[src/rtl/pbm_pkg.sv]
// package: field widths, command codes and controller/datapath interface types
`timescale 1ns / 1ps

package pbm_pkg;

	localparam int NUM_PAGES_DEF = 4096;
	localparam int WORD_BITS_DEF = 8;

	localparam int CMD_W   = 3;
	localparam int START_W = 12;
	localparam int COUNT_W = 13;

	localparam logic [CMD_W-1:0] CMD_MARK_USED = 3'd0;
	localparam logic [CMD_W-1:0] CMD_MARK_FREE = 3'd1;
	localparam logic [CMD_W-1:0] CMD_TEST_USED = 3'd2;
	localparam logic [CMD_W-1:0] CMD_TEST_FREE = 3'd3;
	localparam logic [CMD_W-1:0] CMD_FIND_RUN  = 3'd4;

	// controller to datapath
	typedef struct packed {
		logic clr;     // write one zero word of the clearing pass
		logic load;    // take a command in
		logic scan;    // issue a map read and step the word address
		logic finish;  // capture the walked result
	} pbm_ctl_t;

	// datapath to controller
	typedef struct packed {
		logic clr_last;
		logic quick;
		logic scan_last;
		logic hit;
	} pbm_sts_t;

endpackage

[src/rtl/page_bitmap_allocator_core.sv]
// top level: first-fit page bitmap allocator, controller plus datapath
// sequence: no-op, zero-count and off-map commands go from setup straight to done,
//   others walk the map; a range walks every map word it touches, a find stops at a fit
// throughput: one command at a time, busy stays high until the done cycle has passed
// reset: map zeroed one word a cycle with busy high
// done marks a one-cycle result transfer, the receiver cannot stall it
`timescale 1ns / 1ps

module page_bitmap_allocator_core import pbm_pkg::*; #(
	parameter int NUM_PAGES = NUM_PAGES_DEF,
	parameter int WORD_BITS = WORD_BITS_DEF
) (
	input  logic               clk,
	input  logic               arst_n,
	input  logic               start,
	output logic               busy,
	input  logic [CMD_W-1:0]   command,
	input  logic [START_W-1:0] start_page,
	input  logic [COUNT_W-1:0] page_count,
	output logic               done,
	output logic               success,
	output logic [START_W-1:0] found_page,
	output logic               range_error
);

	pbm_ctl_t ctl;
	pbm_sts_t sts;

	pbm_ctrl u_ctrl (
		.clk    (clk),
		.arst_n (arst_n),
		.start  (start),
		.sts    (sts),
		.ctl    (ctl),
		.busy   (busy),
		.done   (done)
	);

	pbm_dpath #(
		.NUM_PAGES (NUM_PAGES),
		.WORD_BITS (WORD_BITS)
	) u_dpath (
		.clk         (clk),
		.arst_n      (arst_n),
		.ctl         (ctl),
		.command     (command),
		.start_page  (start_page),
		.page_count  (page_count),
		.sts         (sts),
		.success     (success),
		.found_page  (found_page),
		.range_error (range_error)
	);

endmodule

[src/rtl/pbm_ctrl.sv]
// controller: sequences the clearing pass, command setup, map walk and result strobe
`timescale 1ns / 1ps

module pbm_ctrl import pbm_pkg::*; (
	input  logic     clk,
	input  logic     arst_n,
	input  logic     start,
	input  pbm_sts_t sts,
	output pbm_ctl_t ctl,
	output logic     busy,
	output logic     done
);

	typedef enum logic [2:0] {
		S_CLEAR,
		S_IDLE,
		S_SETUP,
		S_SCAN,
		S_DRAIN,
		S_DONE
	} state_t;

	state_t state_q;
	logic   busy_q;
	logic   done_q;

	always_comb begin
		ctl        = '0;
		ctl.clr    = (state_q == S_CLEAR);
		ctl.load   = (state_q == S_IDLE) && start && !busy_q;
		ctl.scan   = (state_q == S_SCAN) && !sts.hit;
		ctl.finish = ((state_q == S_SCAN) && sts.hit) || (state_q == S_DRAIN);
	end

	always_ff @(posedge clk or negedge arst_n) begin
		if (!arst_n) begin
			state_q <= S_CLEAR;
			busy_q  <= 1'b1;
			done_q  <= 1'b0;
		end else begin
			done_q <= 1'b0;
			case (state_q)
				S_CLEAR: begin
					if (sts.clr_last) begin
						state_q <= S_IDLE;
						busy_q  <= 1'b0;
					end
				end
				S_IDLE: begin
					if (start && !busy_q) begin
						state_q <= S_SETUP;
						busy_q  <= 1'b1;
					end
				end
				S_SETUP: begin
					if (sts.quick) begin
						state_q <= S_DONE;
						done_q  <= 1'b1;
					end else begin
						state_q <= S_SCAN;
					end
				end
				S_SCAN: begin
					if (sts.hit) begin
						state_q <= S_DONE;
						done_q  <= 1'b1;
					end else if (sts.scan_last) begin
						state_q <= S_DRAIN;
					end
				end
				S_DRAIN: begin
					state_q <= S_DONE;
					done_q  <= 1'b1;
				end
				S_DONE: begin
					state_q <= S_IDLE;
					busy_q  <= 1'b0;
				end
				default: begin
					state_q <= S_IDLE;
					busy_q  <= 1'b0;
				end
			endcase
		end
	end

	assign busy = busy_q;
	assign done = done_q;

endmodule

[src/rtl/pbm_dpath.sv]
// datapath: page map memory, word walker, range masks and first-fit run tracking
`timescale 1ns / 1ps

module pbm_dpath import pbm_pkg::*; #(
	parameter int NUM_PAGES = NUM_PAGES_DEF,
	parameter int WORD_BITS = WORD_BITS_DEF
) (
	input  logic               clk,
	input  logic               arst_n,
	input  pbm_ctl_t           ctl,
	input  logic [CMD_W-1:0]   command,
	input  logic [START_W-1:0] start_page,
	input  logic [COUNT_W-1:0] page_count,
	output pbm_sts_t           sts,
	output logic               success,
	output logic [START_W-1:0] found_page,
	output logic               range_error
);

	localparam int MAP_WORDS = (NUM_PAGES + WORD_BITS - 1) / WORD_BITS;
	localparam int AW        = (MAP_WORDS > 1) ? $clog2(MAP_WORDS) : 1;
	localparam int BW        = $clog2(WORD_BITS);
	localparam int NPW       = $clog2(NUM_PAGES + 1);
	localparam int EW        = (NPW > COUNT_W) ? NPW + 1 : COUNT_W + 1;

	localparam logic [EW-1:0] NUM_E  = EW'(NUM_PAGES);
	localparam logic [AW-1:0] LAST_W = AW'(MAP_WORDS - 1);

	// map storage
	logic [WORD_BITS-1:0] mem_q [MAP_WORDS];

	// walker and command context
	logic [AW-1:0]        addr_q;
	logic [AW-1:0]        first_q;
	logic [AW-1:0]        lastw_q;
	logic [BW-1:0]        lo_q;
	logic [BW-1:0]        hi_q;
	logic [CMD_W-1:0]     cmd_q;
	logic [EW-1:0]        count_q;
	logic                 quick_q;
	logic                 fail_q;
	logic [EW-1:0]        run_q;

	// read stage
	logic                 v_s1;
	logic [AW-1:0]        idx_s1;
	logic [WORD_BITS-1:0] rdata_s1;

	// result registers
	logic                 succ_q;
	logic [START_W-1:0]   found_q;
	logic                 err_q;

	// load-time decode
	logic [EW-1:0]        start_e;
	logic [EW-1:0]        count_e;
	logic [EW-1:0]        end_e;
	logic [EW-1:0]        lastpg_e;
	logic                 in_range_cmd;
	logic                 in_find;
	logic                 in_valid;
	logic                 in_zero;
	logic                 in_err;
	logic                 in_quick;
	logic                 in_succ;

	// word processing
	logic [EW-1:0]        base_e;
	logic [BW-1:0]        lo_b;
	logic [BW-1:0]        hi_b;
	logic [WORD_BITS-1:0] rmask;
	logic [WORD_BITS-1:0] used_w;
	logic [WORD_BITS-1:0] hit_v;
	logic [EW-1:0]        run_b [WORD_BITS];
	logic [EW-1:0]        kfree;
	logic                 allfree;
	logic [BW-1:0]        hb;
	logic                 word_fail;
	logic                 fail_next;
	logic                 hit_now;
	logic [EW-1:0]        found_e;
	logic                 is_wr;
	logic [WORD_BITS-1:0] wr_word;
	logic                 we;
	logic [AW-1:0]        wa;
	logic [WORD_BITS-1:0] wd;
	logic                 fin_succ;

	always_comb begin
		start_e      = EW'(start_page);
		count_e      = EW'(page_count);
		end_e        = start_e + count_e;
		lastpg_e     = (end_e > NUM_E) ? NUM_E - EW'(1) : end_e - EW'(1);
		in_range_cmd = (command <= CMD_TEST_FREE);
		in_find      = (command == CMD_FIND_RUN);
		in_valid     = in_range_cmd || in_find;
		in_zero      = (page_count == '0);
		in_err       = in_range_cmd && !in_zero && (end_e > NUM_E);
		in_quick     = !in_valid || in_zero || (in_find && (count_e > NUM_E))
			|| (in_range_cmd && (start_e >= NUM_E));
		// range starting past the map: only the all-used test can hold
		in_succ      = (in_valid && in_zero)
			|| (command == CMD_TEST_USED && start_e >= NUM_E);
	end

	// lane masks for the word in the read stage
	always_comb begin
		base_e = EW'(idx_s1) << BW;
		lo_b   = (idx_s1 == first_q) ? lo_q : '0;
		hi_b   = (idx_s1 == lastw_q) ? hi_q : BW'(WORD_BITS - 1);
		for (int b = 0; b < WORD_BITS; b++) begin
			rmask[b]  = (BW'(b) >= lo_b) && (BW'(b) <= hi_b);
			// pages past the end of the map read as used
			used_w[b] = rdata_s1[b] || ((base_e + EW'(b)) >= NUM_E);
		end
	end

	// free run ending at each lane, carried in from earlier words
	always_comb begin
		for (int b = 0; b < WORD_BITS; b++) begin
			allfree = 1'b1;
			kfree   = EW'(b + 1);
			for (int j = 0; j < WORD_BITS; j++) begin
				if (j <= b && used_w[j]) begin
					allfree = 1'b0;
					kfree   = EW'(b - j);
				end
			end
			run_b[b] = allfree ? run_q + EW'(b + 1) : kfree;
			hit_v[b] = !used_w[b] && (run_b[b] >= count_q);
		end
		hb = '0;
		for (int b = WORD_BITS - 1; b >= 0; b--) begin
			if (hit_v[b]) begin
				hb = BW'(b);
			end
		end
	end

	always_comb begin
		case (cmd_q)
			CMD_TEST_USED: word_fail = |(rmask & ~rdata_s1);
			CMD_TEST_FREE: word_fail = |(rmask & rdata_s1);
			default:       word_fail = 1'b0;
		endcase
		fail_next = fail_q || (v_s1 && word_fail);
		hit_now   = v_s1 && (cmd_q == CMD_FIND_RUN) && (|hit_v);
		found_e   = base_e + EW'(hb) + EW'(1) - count_q;
		is_wr     = (cmd_q == CMD_MARK_USED) || (cmd_q == CMD_MARK_FREE);
		wr_word   = (cmd_q == CMD_MARK_USED) ? (rdata_s1 | rmask) : (rdata_s1 & ~rmask);
		we        = ctl.clr || (v_s1 && is_wr);
		wa        = ctl.clr ? addr_q : idx_s1;
		wd        = ctl.clr ? '0 : wr_word;
		case (cmd_q)
			CMD_MARK_USED, CMD_MARK_FREE: fin_succ = !err_q;
			CMD_TEST_USED:                fin_succ = !fail_next;
			CMD_TEST_FREE:                fin_succ = !fail_next && !err_q;
			CMD_FIND_RUN:                 fin_succ = hit_now;
			default:                      fin_succ = 1'b0;
		endcase
	end

	always_ff @(posedge clk) begin
		if (we) begin
			mem_q[wa] <= wd;
		end
		if (ctl.scan) begin
			rdata_s1 <= mem_q[addr_q];
		end
	end

	always_ff @(posedge clk or negedge arst_n) begin
		if (!arst_n) begin
			addr_q <= '0;
			v_s1   <= 1'b0;
		end else begin
			v_s1 <= ctl.scan;
			if (ctl.load) begin
				addr_q <= in_find ? '0 : AW'(start_e >> BW);
			end else if (ctl.clr || ctl.scan) begin
				addr_q <= addr_q + AW'(1);
			end
		end
	end

	always_ff @(posedge clk) begin
		if (ctl.scan) begin
			idx_s1 <= addr_q;
		end
		if (ctl.load) begin
			cmd_q   <= command;
			count_q <= count_e;
			quick_q <= in_quick;
			first_q <= in_find ? '0 : AW'(start_e >> BW);
			lastw_q <= in_find ? LAST_W : AW'(lastpg_e >> BW);
			lo_q    <= start_page[BW-1:0];
			hi_q    <= lastpg_e[BW-1:0];
			fail_q  <= 1'b0;
			run_q   <= '0;
			succ_q  <= in_succ;
			found_q <= '0;
			err_q   <= in_err;
		end else begin
			if (v_s1) begin
				fail_q <= fail_next;
				run_q  <= run_b[WORD_BITS-1];
			end
			if (ctl.finish) begin
				succ_q  <= fin_succ;
				found_q <= hit_now ? found_e[START_W-1:0] : '0;
			end
		end
	end

	always_comb begin
		sts           = '0;
		sts.clr_last  = (addr_q == LAST_W);
		sts.quick     = quick_q;
		sts.scan_last = (addr_q == lastw_q);
		sts.hit       = hit_now;
	end

	assign success     = succ_q;
	assign found_page  = found_q;
	assign range_error = err_q;

endmodule
[config.mk]
export PLATFORM = sky130hd
export DESIGN_NAME = page_bitmap_allocator_core
export DESIGN_NICKNAME = d
export VERILOG_FILES = /design/src/rtl/pbm_pkg.sv /design/src/rtl/page_bitmap_allocator_core.sv /design/src/rtl/pbm_ctrl.sv /design/src/rtl/pbm_dpath.sv
export SDC_FILE = /design/constraint.sdc
export NUM_CORES = 2
export LEC_CHECK = 0
export BUFFER_PORTS_ARGS = -buffer_cell sky130_fd_sc_hd__buf_2
export CORE_UTILIZATION = 40
export CTS_CLUSTER_DIAMETER = 80
export DETAILED_ROUTE_END_ITERATION = 10
export GPL_TIMING_DRIVEN = 1
export PLACE_DENSITY_LB_ADDON = 0.15
export SKIP_LAST_GASP = 1
export SLEW_MARGIN = 15
export SYNTH_ARGS = -nofsm -noshare
export SYNTH_HDL_FRONTEND = slang
export SYNTH_HIERARCHICAL = 1
export SYNTH_SLANG_ARGS = --single-unit
[constraint.sdc]
create_clock -name clk -period 20.8 [get_ports clk]
set_clock_uncertainty 0.15 [all_clocks]
set_input_delay 4.16 -clock clk [delete_from_list [all_inputs] [get_ports clk]]
set_output_delay 4.16 -clock clk [all_outputs]
set_load 0.01 [all_outputs]
== Word level (Yosys, flattened, before mapping) ==
Memories as Yosys holds them, arrays and structs flattened. A register that Yosys moved wholly into a read port is not among the register bits.
Cells that the tools add are included.
Storage, ports and cells
  word-level logic and storage cells: 257
  register bits: 94
  bits in writable memories: 4096
  memories: 1
  bits of input ports: 31
Cells by class
  equality and inequality tests: 16
  multiplexer cells: 86
  $add $sub $neg: 21
  magnitude comparators: 35
  bitwise operators: 7
  reductions and logical operators: 73
Memories
  u_dpath.mem_q: depth 512, bits a word 8, read ports 1, clocked after memory_dff 1, write ports 1, RTL line pbm_dpath.sv:30  | logic [WORD_BITS-1:0] mem_q [MAP_WORDS];
Operators by type and width (number)
  $mux W14: 14
  $ge A14 B13 Y1: 8
  $ge A14 B13 Y1 const B: 7
  $mux W3: 28
  $add A14 B3 Y14 const B: 4
  $add A12 B3 Y13 const B: 4
  $mux W9: 4
  $mux W4: 8
  $logic_and A1 B1 Y1: 30
  $add A14 B2 Y14 const B: 2
  $eq A9 B9 Y1: 3
  $add A12 B2 Y13 const B: 2
  $and A8 B8 Y8: 3
  $reduce_or A8 Y1: 3
  $mux W1: 19
  $logic_or A1 B1 Y1: 16
  $mux W8: 2
  $not A8 Y8: 2
  $pmux W3 S5: 1
  $add A12 B13 Y14: 1
  $add A14 B1 Y14 const B: 1
  $add A14 B4 Y14 const B: 1
  $gt A14 B13 Y1 const B: 1
  $logic_not A1 Y1: 14
  other kinds (34): 60

== Depth between registers and ports, before layout ==
  word-level depth: 25
  depth in mapped cells: 31

== By module ==
The synthesis kept the hierarchy.
By module, submodules not included
  pbm_dpath: sequential area each 125590.5 sq um, area each 167284.2 sq um, cells each 8019, instances 1
  pbm_ctrl: sequential area each 126.4 sq um, area each 337.8 sq um, cells each 38, instances 1

== Least setup slack after synthesis ==
No wires, ideal clock.
  kind: register to register
  from: register u_dpath.idx_s1[1]
  to: memory u_dpath/mem_q[0][1] (netlist bit) (data pin)
  stages on the path, launching flop included: 8
  arrival time: 13.562 ns
  setup slack: 4.505 ns
  data required time: 18.068 ns
  clock period less this slack: 16.295 ns
  cells stage by stage: edfxtp_1 -> xor2_1 -> nor4_1 -> nand4b_1 -> o32a_1 -> nor2_1 -> a21oi_1 -> nor2_1
On the way
  cells in the longest elaborated chain, start to end: 8
  elaborated cells between the ends (all ways): 12
  those cells by class: order compare: 2; eq/ne: 2; mux: 4; bitwise: 3; reduce/logical: 1
Ends and longest elaborated chain
  from (decl): RTL line pbm_dpath.sv:46  | logic [AW-1:0] idx_s1;
  from (signal assigned): RTL line pbm_dpath.sv:188  | idx_s1 <= addr_q;
  $eq A9 B9 Y1, on equally long branches: RTL line pbm_dpath.sv:109, pbm_dpath.sv:110
  $mux W3, on equally long branches: RTL line pbm_dpath.sv:109, pbm_dpath.sv:110
  $ge A1 B3 Y1 / $le A1 B3 Y1 (equally long branches): RTL line pbm_dpath.sv:112  | rmask[b] = (BW'(b) >= lo_b) && (BW'(b) <= hi_b);
  $logic_and A1 B1 Y1 (*): RTL line pbm_dpath.sv:112
  $not A8 Y8: RTL line pbm_dpath.sv:150  | wr_word = (cmd_q == CMD_MARK_USED) ? (rdata_s1 | rmask) : (rdata_s1 & ~rmask);
  $and A8 B8 Y8: RTL line pbm_dpath.sv:150
  $mux W8 (*): RTL line pbm_dpath.sv:150
  $mux W8 (*): RTL line pbm_dpath.sv:153  | wd = ctl.clr ? '0 : wr_word;
  via u_dpath.wd[1]: RTL line pbm_dpath.sv:86  | logic [WORD_BITS-1:0] wd;
  to (decl): RTL line pbm_dpath.sv:30
Mark *: on every way through the listed nets, which the timed path passes. The rest lies on a longest branch.

== Worst setup path in the final report ==
  from: register u_dpath.run_q[4]
  to: register u_dpath.found_q[10] (netlist: u_dpath/found_page[10])
On the way
  cells in the longest elaborated chain, start to end: 16
  elaborated cells between the ends (all ways): 48
  those cells by class: add/sub: 11; order compare: 8; mux: 17; reduce/logical: 12
Ends and longest elaborated chain
  from (decl): RTL line pbm_dpath.sv:42  | logic [EW-1:0] run_q;
  from (signal assigned): RTL line pbm_dpath.sv:206  | run_q <= run_b[WORD_BITS-1];
  $add A14 B4 Y14: RTL line pbm_dpath.sv:129  | run_b[b] = allfree ? run_q + EW'(b + 1) : kfree;
  $mux W14: RTL line pbm_dpath.sv:129
  $ge A14 B13 Y1: RTL line pbm_dpath.sv:130  | hit_v[b] = !used_w[b] && (run_b[b] >= count_q);
  $logic_and A1 B1 Y1: RTL line pbm_dpath.sv:130
  $mux W3 (8 in a row): RTL line pbm_dpath.sv:134  | if (hit_v[b]) begin
  $add A12 B3 Y12: RTL line pbm_dpath.sv:148  | found_e = base_e + EW'(hb) + EW'(1) - count_q;
  $add A12 B1 Y12: RTL line pbm_dpath.sv:148
  $sub A12 B12 Y12: RTL line pbm_dpath.sv:148
  $mux W12: RTL line pbm_dpath.sv:210  | found_q <= hit_now ? found_e[START_W-1:0] : '0;
  to (signal assigned): RTL line pbm_dpath.sv:210
  to (decl): RTL line pbm_dpath.sv:51  | logic [START_W-1:0] found_q;
Parallel ways exist; a longest one is shown, timed or not.
A chain may end at the register's enable or synchronous reset.

==> out/results.env <==
OUTCOME='finished, final reports clean'
POSTSYNTHCELLCOUNT=8057
FILLER_CELL_COUNT=34990
POST-ROUTE-CELL-AREA_UM2=188800
YS_TYPES=80
SYNTH.AVG_CELL_AREA_UM2=20.80
DRV_SLEW=0
POST-PLACE-WS_NS=12.42
DRT-WIRELENGTH-PER-CELL_UM=33.69
DETAILEDPLACEMENTHPWL_UM=282700
PLACE.PORT_BUFFERS=46
SETUP_VIOL=0
PLACED_CELL_AREA_UM2=174700
RSZ0062_AT_GRT='false'
COUNT_OF_NETS_LEFT_WITH_ANTENNA_VIOLATIONS_AFTER_DETAIL_ROUTING=0
CLOCKBUFFERDEPTH=4
P_SWITCHING_W=0.008231
CTS.HOLD.BUFFERS_ADDED=0
FIRST_ITER_VIOLATIONS=9354
GRT_PASS1_WL_UM=667100
SEQ_POWER_SHARE_PCT=39.2
GRT_OVERFLOW_TOTAL=0
LAYOUT.NETS=8424
GRT_PASS1_VIAS=84360
COMBINATIONAL_FRACTION_OF_DESIGN_POWER_PCT=30.3
NUM_IO_PINS=47
YOSYSWARNINGS=6
FP-ROW-COUNT=237
WORST_EP_ARRIVAL_TIME_NS=8.49
SYNTHARSTFLOPSHARE_PCT=0.3573
CLOCK_TREE.HTREE_LEVEL_COUNT=5
TOTALNEGATIVESETUPSLACK_NS=0
POST_CTS_RESIZE_COUNT=0
DRT-PASS1-ITER-COUNT=5
SETUP.WORST_PATH.END_CLASS='flip-flop'
SYNTH_FF_TYPE='edfxtp_1'
SYNTH_EDF_COUNT=4156
HP-CLASS='reg -> reg'
GP_ROUTABILITY_CONGESTION=0.8273
YS_SEQ_AREA_SHARE_PCT=75.00
DETAILROUTE.VIA_COUNT=84010
CLOCK_INSERTION_DELAY_AT_THE_LATER_PIN_OF_THE_SKEW_REPORT_NS=1.02
AREA_SHARE_OF_THE_LEADING_CELL_TYPE_IN_THE_SYNTHESIZED_NETLIST_PCT=74.45
POST-CTS-SETUP-BUFFERS=0
DIE_HEIGHT_UM=649.3
IRDROPWORSTVDD_mV=0.1126
LAYOUT-DRIVE-GT1-SHARE_PCT=24.24
MAX_SLEW.WORST_PIN.SLEW_NS=1.216
SYNTH-SEQ-CELLS=4198
POWER.SHARE.SWITCHING_PCT=32.65
START_KIND='flip-flop'
PWR_DENSITY_CELL_nW_PER_UM2=133.5
DIE_X_UM=649.3
SYNTH.NET_COUNT=8240
DIE_AREA_UM2=421600
CLOCK_TREE_FROM_TRITONCTS='yes'
CTS-ROOT-BUF='clkbuf_16'
PERIOD_NEEDED_NS=7.778
CTS.REPORTEDPATHS.CLKPINSLEW_NS=0.06
AREA_GROWTH_SYN_TO_LAYOUT_PCT=12.63
POWER.STATIC_LEAKAGE_nW=58.96
POSTROUTEWIRELENGTH_UM=475200
GRT_USAGE_PCT=22.23
FINAL-HOLD-VIOLATION-COUNT=0
SYNTH_MOST_COMMON_CELL='edfxtp_1'
INTERNAL_POWER_W=0.01698
WORST-SETUP-PATH-TYPE='reg -> reg'
START_UTIL_PCT=40.20
TIMING.CRITICAL_PATH.REQUIRED_NS=21.51
DRT-VIAS-PER-INSTANCE=5.956
SETUP_WS_NS=13.02
NUMBER_OF_ANTENNA_VIOLATIONS_AT_THE_FIRST_CHECK_IN_GLOBAL_ROUTING=24
MAXCLOCKFREQUENCY_MHz=128.6
CORE-AREA_UM2=416900
PIN_COUNT_OF_THE_BIGGEST_NET_ENTERING_GLOBAL_ROUTING=211
SYN_AREA_UM2=167600
NETLIST_TOP_CELLS_AREA='edfxtp_1, mux4_2, nor2_1, ha_1, clkbuf_1'
SYNTH_COMMON_CELLS='edfxtp_1, mux4_2, nor2_1'
CLOCK_SINKS=4198
POWER_SHARE_OF_THE_CLOCK_GROUP_PCT=30.6
MAXCAPVIOLATIONS=0
POST_LAYOUT_TOTAL_POWER_W=0.02521
POST_ROUTE_FRACTION_OF_THE_PERIOD_CONSUMED_BY_THE_CRITICAL_PATH_PCT=37.39
TIMING.CRITICAL_PATH.FANOUT_MAX=23
SYNTH_LARGEST_AREA_CELL='edfxtp_1'
ROUTE.DETAILED.DRC=0
CTS_INSERTED_BUFFERS=441
WORST_HOLD_SLACK_NS=0.3264
MAXSLEWHEADROOM_PCT=18.90
worst paths after layout:
| check | start | endpoint | slack, ns | cells after the start |
|---|---|---|---|---|
| max | u_dpath/run_q[4] | u_dpath/found_page[10] | 13.02 | 22 |
| min | u_dpath/found_page[3] | u_dpath/found_page[3] | 0.33 | 1 |
| max reg2reg | u_dpath/run_q[4] | u_dpath/found_page[10] | 13.02 | 22 |
| min reg2reg | u_dpath/found_page[3] | u_dpath/found_page[3] | 0.33 | 1 |
| max in group asynchronous | arst_n | u_dpath/addr_q[4] | 17.16 | 1 |
| min in group asynchronous | arst_n | u_ctrl/done | 2.97 | 1 |
power groups by stage:
stage / Combinational (W) / Sequential [W] / Clock, W
floorplan: 0.00461 / 0.0101 / 0
global placement: 0.00768 / 0.0100 / 0
detailed placement: 0.00771 / 0.0100 / 0
CTS: 0.00773 / 0.00987 / 0.00786
global route: 0.00794 / 0.00988 / 0.00816
finish: 0.00763 / 0.00988 / 0.00770
registers in the layout (all words and copies together) (netlist names), 8 cells and up:
signal and cells:
u_dpath/mem_q 4096, u_dpath/run_q 14, u_dpath/count_q 13, u_dpath/found_page 12, u_dpath/addr_q 9, u_dpath/first_q 9, u_dpath/idx_s1 9, u_dpath/lastw_q 9
u_dpath/rdata_s1 8
cell families after synthesis:
logic type | synth area share [%]
flip-flops | 75.00
multiplexers | 16.15
AND/OR/NAND/NOR | 2.987
AO/OA/AOI/OAI | 2.720
buffers and inverters | 1.341
adder cells (fa/ha/maj) | 1.144
XOR/XNOR | 0.6636
routing by layer:
| layer | share of wire, % | GRT usage, % |
|---|---|---|
| met3 | 7.5 | 4.245 |
| met5 | 0.011 | 0 |
| met4 | 2.7 | 5.731 |
| met2 | 48 | 35.58 |
| met1 | 42 | 31.44 |
cell type report:
cell class	count	area [um^2]	share of cell area, %
antenna	9	22.52	0.01193
timing repair buffer	234	1954	1.035
tap	5497	6878	3.643
multi-input combinational	3312	39940	21.15
clock inverter	260	2499	1.323
inverter	54	202.7	0.1074
sequential	4198	125700	66.60
clock buffer	541	11560	6.122
metrics by stage:
stage / utilization, % / cells
2_1_floorplan: - / 8057
3_3_place_gp: 41.90 / 13300
3_5_place_dp: 41.90 / 13300
4_1_cts: 45.28 / 14100
5_1_grt: 45.28 / 14100
6_report: 45.28 / 14110
cells in the final DEF, fill, tap and decap left out, drive strengths merged, types with 67 or more instances in the layout:
cell    instances
o21ai          79
buf           234
clkinv        200
a22o           71
edfxtp       4156
a22oi          84
mux2i          69
ha            150
clkbuf        541
a21oi         115
a221oi         73
inv            67
nand2         166
nor2          694
mux4         1168
critical path, stage by stage (launching register included):
cell and delay, ns:
dfxtp_1 0.74, ha_1 0.63, nand3_1 0.83, or3_1 0.64, a21oi_1 0.16, ha_1 0.27
nand2_1 0.08, o2111ai_1 0.13, a2111oi_0 0.37, a21oi_1 0.14, a211oi_1 0.72, and3_1 0.34
nor2b_1 0.16, ha_1 0.27, ha_1 0.28, a21o_1 0.18, a21oi_1 0.21, o21ai_0 0.16
a2111o_1 0.46, a31o_2 0.24, a21oi_1 0.17, xnor2_1 0.09, a32o_1 0.24
No activity file was read; power rests on OpenSTA's default activity.
